[config.mk]
export PLATFORM = sky130hd
export DESIGN_NAME = bdc_ram
export DESIGN_NICKNAME = d
export VERILOG_FILES = /design/src/rtl/bdc_pkg.sv /design/src/rtl/bdc_ram.sv
export SDC_FILE = /design/constraint.sdc
export NUM_CORES = 1
export LEC_CHECK = 0
export BUFFER_PORTS_ARGS = -buffer_cell sky130_fd_sc_hd__buf_2
export CORE_UTILIZATION = 40
export CTS_CLUSTER_SIZE = 30
export DETAILED_ROUTE_END_ITERATION = 10
export HOLD_SLACK_MARGIN = 0.15
export PLACE_DENSITY_LB_ADDON = 0.2
export SLEW_MARGIN = 10
export SYNTH_ARGS = -nofsm -noshare
export SYNTH_HDL_FRONTEND = slang
export SYNTH_SLANG_ARGS = --single-unit
[constraint.sdc]
create_clock -name i_clk -period 8.67 [get_ports i_clk]
set_input_delay 1.734 -clock i_clk [delete_from_list [all_inputs] [get_ports i_clk]]
set_output_delay 1.734 -clock i_clk [all_outputs]
set_load 0.02 [all_outputs]
[src/rtl/bdc_pkg.sv]
// package for the bezier evaluator: widths, types and arithmetic helpers
`default_nettype none
package bdc_pkg;
    localparam int MaxPoints = 16;
    localparam int TFracBits = 16;
    localparam int IdxW = 4;
    localparam int CntW = 5;
    localparam int CoordW = 32;
    localparam int OutW = 48;
    localparam int TW = 17;

    typedef enum logic [0:0] {
        ACT_WRITE = 1'b0,
        ACT_EVAL  = 1'b1
    } t_action;

    typedef enum logic [1:0] {
        ST_IDLE,
        ST_READ,
        ST_DRAIN,
        ST_DONE
    } t_state;

    typedef struct packed {
        logic [2:0][CoordW-1:0] pt;
    } t_point;

    // one rounding interpolation step; for t up to 1.0 the result stays between a and b
    function automatic logic signed [CoordW-1:0] lerp(
        input logic signed [CoordW-1:0] a,
        input logic signed [CoordW-1:0] b,
        input logic [TW-1:0] t
    );
        logic signed [CoordW:0] d;
        logic signed [CoordW+TW+1:0] p;
        logic [CoordW+1:0] q;
        begin
            d = $signed({b[CoordW-1], b}) - $signed({a[CoordW-1], a});
            p = d * $signed({1'b0, t}) + (CoordW+TW+2)'(1 << (TFracBits-1));
            q = p[TFracBits+CoordW+1:TFracBits];
            lerp = CoordW'(q + {{2{a[CoordW-1]}}, a});
        end
    endfunction

    function automatic logic signed [OutW-1:0] sat48(input logic signed [63:0] v);
        logic signed [63:0] mx;
        logic signed [63:0] mn;
        begin
            mx = (64'sd1 <<< (OutW-1)) - 64'sd1;
            mn = -(64'sd1 <<< (OutW-1));
            if (v > mx) sat48 = mx[OutW-1:0];
            else if (v < mn) sat48 = mn[OutW-1:0];
            else sat48 = v[OutW-1:0];
        end
    endfunction
endpackage
`default_nettype wire

[src/rtl/bdc_ram.sv]
// dual port point memory, one write and one registered read
`default_nettype none
module bdc_ram (
    input  wire logic                  i_clk,
    input  wire logic                  i_we,
    input  wire logic [bdc_pkg::IdxW-1:0] i_waddr,
    input  wire bdc_pkg::t_point       i_wdata,
    input  wire logic [bdc_pkg::IdxW-1:0] i_raddr,
    output bdc_pkg::t_point            o_rdata
);
    import bdc_pkg::*;
    t_point mem [MaxPoints];
    t_point r_rdata;
    always_ff @(posedge i_clk) begin
        if (i_we) mem[i_waddr] <= i_wdata;
        r_rdata <= mem[i_raddr];
    end
    assign o_rdata = r_rdata;
endmodule
`default_nettype wire

==> results of run 1 <==
[per-layer routing]
metal	share of wire [%]	up-vias	GRT usage [%]
met4	1.8	14	4.58
met2	50	695	30.6
met3	5.5	204	3.58
li1	-	11100	-
met1	42	14600	24.3
met5	0.069	-	0
[worst min-delay path, stage by stage (launching register included)]
cell and delay (ns):
edfxtp_1 0.31, mux4_2 0.22, a22oi_1 0.05, nand2_1 0.06
[worst max-delay path by stage]
stage / to / depth (start not counted)
floorplan: mem[1][0]$_DFFE_PP_ / 2
global placement: mem[0][15]$_DFFE_PP_ / 5
detailed placement: mem[1][10]$_DFFE_PP_ / 5
CTS: mem[1][73]$_DFFE_PP_ / 5
global route: mem[0][73]$_DFFE_PP_ / 5
finish: mem[1][94]$_DFFE_PP_ / 5
[logic make-up (layout without fill, tap and decap cells)]
group                  count (synthesis)  after routing  share of synthesized area [%]
DFF                                 1632           1632                           80.9
muxes                                384            384                           14.6
AOI/OAI and AO/OA                    192            192                           2.43
buffers and inverters                129            556                           1.22
and+or+nand+nor                      123            123                          0.831
other                                  0              5                              0
[power groups by stage]
stage          logic [uW]  clock network (uW)  registers [uW]
2_1_floorplan         422                   0            9100
3_3_place_gp          803                   0            9050
3_5_place_dp          821                   0            9060
4_1_cts               823                7050            8900
5_1_grt               866                7340            8910
6_report              802                6890            8890
[per-stage QoR]
stage / std cells / util, % / setup WS, ns
after global placement: 4496 / 42.8 / 3.90
final: 4809 / 46.5 / 4.80
after detailed placement: 4496 / 42.8 / 3.94
after CTS: 4804 / 46.5 / 4.79
after global routing: 4806 / 46.5 / 4.70
after floorplan: 2460 / - / 1.86
[cells in the mapped netlist, drive strengths merged]
cell type	count
buf	83
nand3b	2
clkbuf	46
nand3	1
a22oi	192
nand2	97
nand2b	2
nor2	13
nor2b	2
or3b	1
nor3	4
dfxtp	96
and2	1
edfxtp	1536
mux4	384
[flip-flops by register name, summed over array words and instances (netlist names)]
| register | flops |
|---|---|
| mem | 1536 |
| o_rdata | 96 |
[area by class of cell]
cell class              instances  share of cell area [%]
well taps                    1917                    3.52
clock inverters                73                    1.07
multi-input cells             699                    15.8
flip-flops and latches       1632                    70.6
clock buffers                 235                    6.73
diodes                          5                  0.0184
repair buffers                248                    2.28
==> summary.md, run 1 <==
| Metric | Value |
|---|---|
| Outcome | `finished, final reports clean` |
| Register Area | `48,000 sq um` |
| Pins Over Slew Limit | `0` |
| Post-Synthesis Cells | `2,460` |
| Crit-path slowest cell | `buf_4` |
| Synth Warn # | `0` |
| Global-route wire length before repair | `198,000 um` |
| PD cells | `244 nW/um^2` |
| Die H | `387 um` |
| Bufs and invs on worst path | `3` |
| Via count | `26,600` |
| Site row count | `140` |
| Starting Density | `40.5%` |
| Clk sinks | `1,632` |
| HPWL Detailed | `64,800 um` |
| Residual DRC | `0` |
| Postcts setup bufs | `0` |
| Slew @ Worst Pin | `1.18 ns` |
| Area delta synth->final | `14.7%` |
| Pwr Total | `16,600 uW` |
| Post-layout min period | `3.87 ns` |
| Port Buffer Count | `201` |
| Worst r2r src | `mem[3][21]$_DFFE_PP_` |
| Hold path cells | `3` |
| Commonest non-fill, non-tap cells in the layout | `edfxtp_1 (1,536), mux4_2 (384), buf_2 (199), a22oi_1 (192), clkbuf_16 (166)` |
| Worst path max stage delay | `0.79 ns` |
| Leak pwr | `0.0217 uW` |
| Clk pwr share | `41.5%` |
| Multi-input logic area | `10,700 sq um` |
| Synth top area cells | `edfxtp_1 (78%), mux4_2 (15%), dfxtp_1 (3.2%), a22oi_1 (2.4%), nand2_1 (0.61%)` |
| Peak Freq | `0.258 GHz` |
| Final Hold Fails | `0` |
| Worst Path Required | `9.09 ns` |
| Synth top area share | `77.7%` |
| Wire per inst | `28.1 um` |
| Maximum VDD drop | `0.000176 V` |
| Clock root cell | `clkbuf_16` |
| Hold slack final | `0.662 ns` |
| Hold wc startpoint | `mem[14][71]$_DFFE_PP_` |
| Worst Path Arrival | `4.29 ns` |
| Worst setup EP type | `flop` |
| Pre-antenna DRT Iters | `5` |
| Worst Hold Path EP | `o_rdata[71]$_DFF_P_` |
| Worst Setup SP | `i_waddr[2]` |
| Synth Cell Area | `59,400 sq um` |
| Hold Crit Class | `reg2reg` |
| CP Cell Sequence | `buf_2 -> or3b_2 -> nor2_4 -> buf_4 -> buf_4` |
| Antenna-violating nets left | `0` |
| Initial antenna violation count | `31` |
| Total CTS buffers | `166` |
| Startpoint types | `primary input` |
| Setup slack, reg-to-reg | `7.24 ns` |
| Mean Syn Cell Area | `24.1 sq um` |
| Share of post-route cells with drive strength above 1 | `30.7%` |
| Register area share after synthesis | `80.9%` |
| Cell family with most CP delay | `buffers and inverters` |
| GP Congestion | `0.692` |
| Core Footprint | `146,000 sq um` |
| Slew margin rel. | `21.1%` |
| Distinct cell type count after synthesis | `18` |
| Clock Path Buffers | `3` |
| WL final | `135,000 um` |
| Cell taking the most area after synthesis | `edfxtp_1` |
| Placed Area | `62,700 sq um` |
| Area of all placed cells without fillers | `68,100 sq um` |
| Die span in x | `387 um` |
| Setup TNS | `0 ns` |
| Internal cell power | `13,000 uW` |
| #FFs+latches synth | `1,632` |
| Seq pwr share | `53.6%` |
| Clock-pin slew on the worst setup and hold paths | `0.06 ns` |
| GRT Util Overall | `18.2%` |
| H-tree Lvls | `4` |
| Commonest non-fill, non-tap cell in the layout | `edfxtp_1` |
| Endpoints failing setup | `0` |
| Setup CP Type | `in2reg` |
| Largest net degree at the start of global routing | `149` |
| Vias in the first global route | `28,300` |
| Comb power frac | `4.8%` |
| Max_cap viols | `0` |
| Post-CTS Hold Fix Bufs | `0` |
| Clock Latency Late Sink | `0.81 ns` |
| Critical path fanouts, max | `53` |
| Initial DRC Count | `2,111` |
| R2R cell count | `3` |
| Tcrit/Tclk final | `44.7%` |
| RSZ-0062 raised after global routing | `no` |
| Layout Skew | `0.0303 ns` |
| Capture point of the worst reg-to-reg path | `o_rdata[21]$_DFF_P_` |
| Sw power | `3550 uW` |
| Switching Share | `21.4%` |
| I/O pins | `202` |
| Critical Path Most Common Cell | `buf_4` |
| CTS tree | `built` |
| Vias per cell | `5.54` |
| Post-CTS sizing | `0` |
| Syn nets | `2,566` |
| Die area | `150,000 sq um` |
| Overflow after GRT | `0` |
| Nets | `2,853` |
| FILL cells | `12,100` |
Power figures use the tool's default switching activity.
==> run 2: changes to the inputs <==
==> constraint.sdc (replaced) <==
create_clock -name i_clk -period 3.9 [get_ports i_clk]
set_input_delay 0.78 -clock i_clk [delete_from_list [all_inputs] [get_ports i_clk]]
set_output_delay 0.78 -clock i_clk [all_outputs]
set_load 0.02 [all_outputs]
==> summary.md, run 2 (synthesis gave the netlist of run 1 again) <==
| Metric | Value |
|---|---|
| HPWL Detailed | `72,900 um` |
| Vias in the first global route | `28,800` |
| Vias per cell | `5.55` |
| Final Hold Fails | `0` |
| GP Congestion | `0.724` |
| Starting Density | `40.5%` |
| R2R cell count | `3` |
| Tcrit/Tclk final | `58.6%` |
| Share of post-route cells with drive strength above 1 | `32.9%` |
| Worst setup EP type | `primary output` |
| Post-CTS Hold Fix Bufs | `0` |
| Worst Path Required | `3.12 ns` |
| FILL cells | `11,800` |
| Clock-pin slew on the worst setup and hold paths | `0.06 ns` |
| Commonest non-fill, non-tap cell in the layout | `edfxtp_1` |
| Overflow after GRT | `0` |
| Slew margin rel. | `41.0%` |
| RSZ-0062 raised after global routing | `no` |
| Final Util | `47.4%` |
| Worst path max stage delay | `0.47 ns` |
| Worst Path Arrival | `1.51 ns` |
| Postcts setup bufs | `0` |
| Slew @ Worst Pin | `0.885 ns` |
| Layout Skew | `0.0294 ns` |
| Clk sinks | `1,632` |
| Wire per inst | `29.0 um` |
| Pre-antenna DRT Iters | `5` |
| Pins Over Slew Limit | `0` |
| Post-CTS sizing | `0` |
| Setup CP Type | `reg2out` |
| Placed Area | `63,700 sq um` |
| Top reg by flops | `mem` |
| Switching Share | `21.4%` |
| Non-Filler Instances | `4,873` |
| Clock Path Buffers | `3` |
| Core Footprint | `146,000 sq um` |
| Global-route wire length before repair | `205,000 um` |
| Comb power frac | `4.9%` |
| Maximum VDD drop | `0.000433 V` |
| Bufs and invs on worst path | `1` |
| GRT Util Overall | `19.0%` |
| Leak pwr | `0.0223 uW` |
| Total CTS buffers | `169` |
| Cell family with most CP delay | `flip-flops` |
| Clock root cell | `clkbuf_16` |
| Endpoints failing setup | `0` |
| Initial DRC Count | `2,544` |
| Port Buffer Count | `201` |
| CP Cell Sequence | `buf_2` |
| Hold path cells | `1` |
| Residual DRC | `0` |
| Hold wc startpoint | `i_wdata[93]` |
| Clk pwr share | `42.9%` |
| Worst r2r src | `mem[11][1]$_DFFE_PP_` |
| Dpl cells | `4,548` |
| Area of all placed cells without fillers | `69,400 sq um` |
| Hold Crit Class | `in2reg` |
| I/O pins | `202` |
| PD cells | `546 nW/um^2` |
| WL final | `141,000 um` |
| Commonest non-fill, non-tap cells in the layout | `edfxtp_1 (1,536), mux4_2 (384), buf_2 (199), a22oi_1 (192), clkbuf_16 (169)` |
| Setup slack, reg-to-reg | `2.46 ns` |
| Sw power | `8100 uW` |
| Capture point of the worst reg-to-reg path | `o_rdata[1]$_DFF_P_` |
| Max_cap viols | `0` |
| Die area | `150,000 sq um` |
| Internal cell power | `29,800 uW` |
| Peak Freq | `0.438 GHz` |
| Seq pwr share | `52.2%` |
| Area delta synth->final | `16.9%` |
| Die H | `387 um` |
| Antenna-violating nets left | `0` |
| Outcome | `finished, final reports clean` |
| Critical path fanouts, max | `1` |
| Largest net degree at the start of global routing | `97` |
| Site row count | `140` |
| Crit-path slowest cell | `dfxtp_1` |
| H-tree Lvls | `4` |
| Clock Latency Late Sink | `0.82 ns` |
| Die span in x | `387 um` |
| Startpoint types | `flop` |
| Nets | `2,908` |
| Max reg flops | `1,536` |
| Post-layout min period | `2.29 ns` |
| CTS tree | `built` |
| Via count | `27,100` |
| Worst Hold Path EP | `mem[5][93]$_DFFE_PP_` |
| Initial antenna violation count | `30` |
[run 2: cell count changes in the layout (fill, tap and decap cells not counted), moves of 2 or more]
cell | previous run | this run
buf_4 | 33 | 41
clkinv_2 | 25 | 34
clkinvlp_4 | 2 | 9
clkinv_1 | 24 | 10
clkbuf_8 | 17 | 21
inv_16 | 5 | 3
bufinv_16 | 6 | 14
clkbuf_1 | 52 | 44
buf_12 | 14 | 58
clkinv_8 | 2 | 7
clkbuf_16 | 166 | 169
[run 2: metrics by stage]
step | setup TNS, ns | total power (uW) | setup WS, ns | hold slack (ns)
4_1_cts | 0 | 38300 | 1.53 | 0.260
5_1_grt | 0 | 39000 | 1.55 | 0.308
3_3_place_gp | 0 | 22000 | 1.11 | 0.645
3_5_place_dp | 0 | 22000 | 1.11 | 0.654
2_1_floorplan | -183.90 | 21200 | -0.253 | 0.635
6_report | 0 | 37900 | 1.61 | 0.333
[run 2: cell type report]
class | count | area, sq um | share of cell area (%)
Multi-Input combinational cell | 699 | 10700 | 15.5
Timing Repair Buffer | 300 | 2490 | 3.59
Antenna cell | 5 | 12.5 | 0.0180
Clock buffer | 234 | 4680 | 6.75
Clock inverter | 86 | 1030 | 1.49
Sequential cell | 1632 | 48000 | 69.2
Tap cell | 1917 | 2400 | 3.46
[run 2: how the worst max path moves through the flow]
stage | to | slack, ns | startpoint | cells past startpoint
after global placement | o_rdata[35]$_DFF_P_ | 1.11 | i_raddr[0] | 5
after global routing | o_rdata[4] | 1.55 | o_rdata[4]$_DFF_P_ | 1
final | o_rdata[4] | 1.61 | o_rdata[4]$_DFF_P_ | 1
after detailed placement | o_rdata[50]$_DFF_P_ | 1.11 | i_raddr[0] | 5
after CTS | o_rdata[4] | 1.53 | o_rdata[4]$_DFF_P_ | 1
after floorplan | mem[1][0]$_DFFE_PP_ | -0.25 | i_waddr[2] | 2
[run 2: per-layer routing]
layer | track usage [%] | wire, um
met1 | 25.7 | 60100
met2 | 31.3 | 70200
met3 | 3.80 | 7660
met4 | 5.62 | 3070
met5 | 0 | 149
[run 2: power by group through the flow]
stage | logic (uW) | clock network, uW | registers, uW
floorplan | 942 | 0 | 20200
global placement | 1860 | 0 | 20100
detailed placement | 1900 | 0 | 20100
CTS | 1900 | 16600 | 19800
global route | 2000 | 17200 | 19800
finish | 1860 | 16300 | 19800
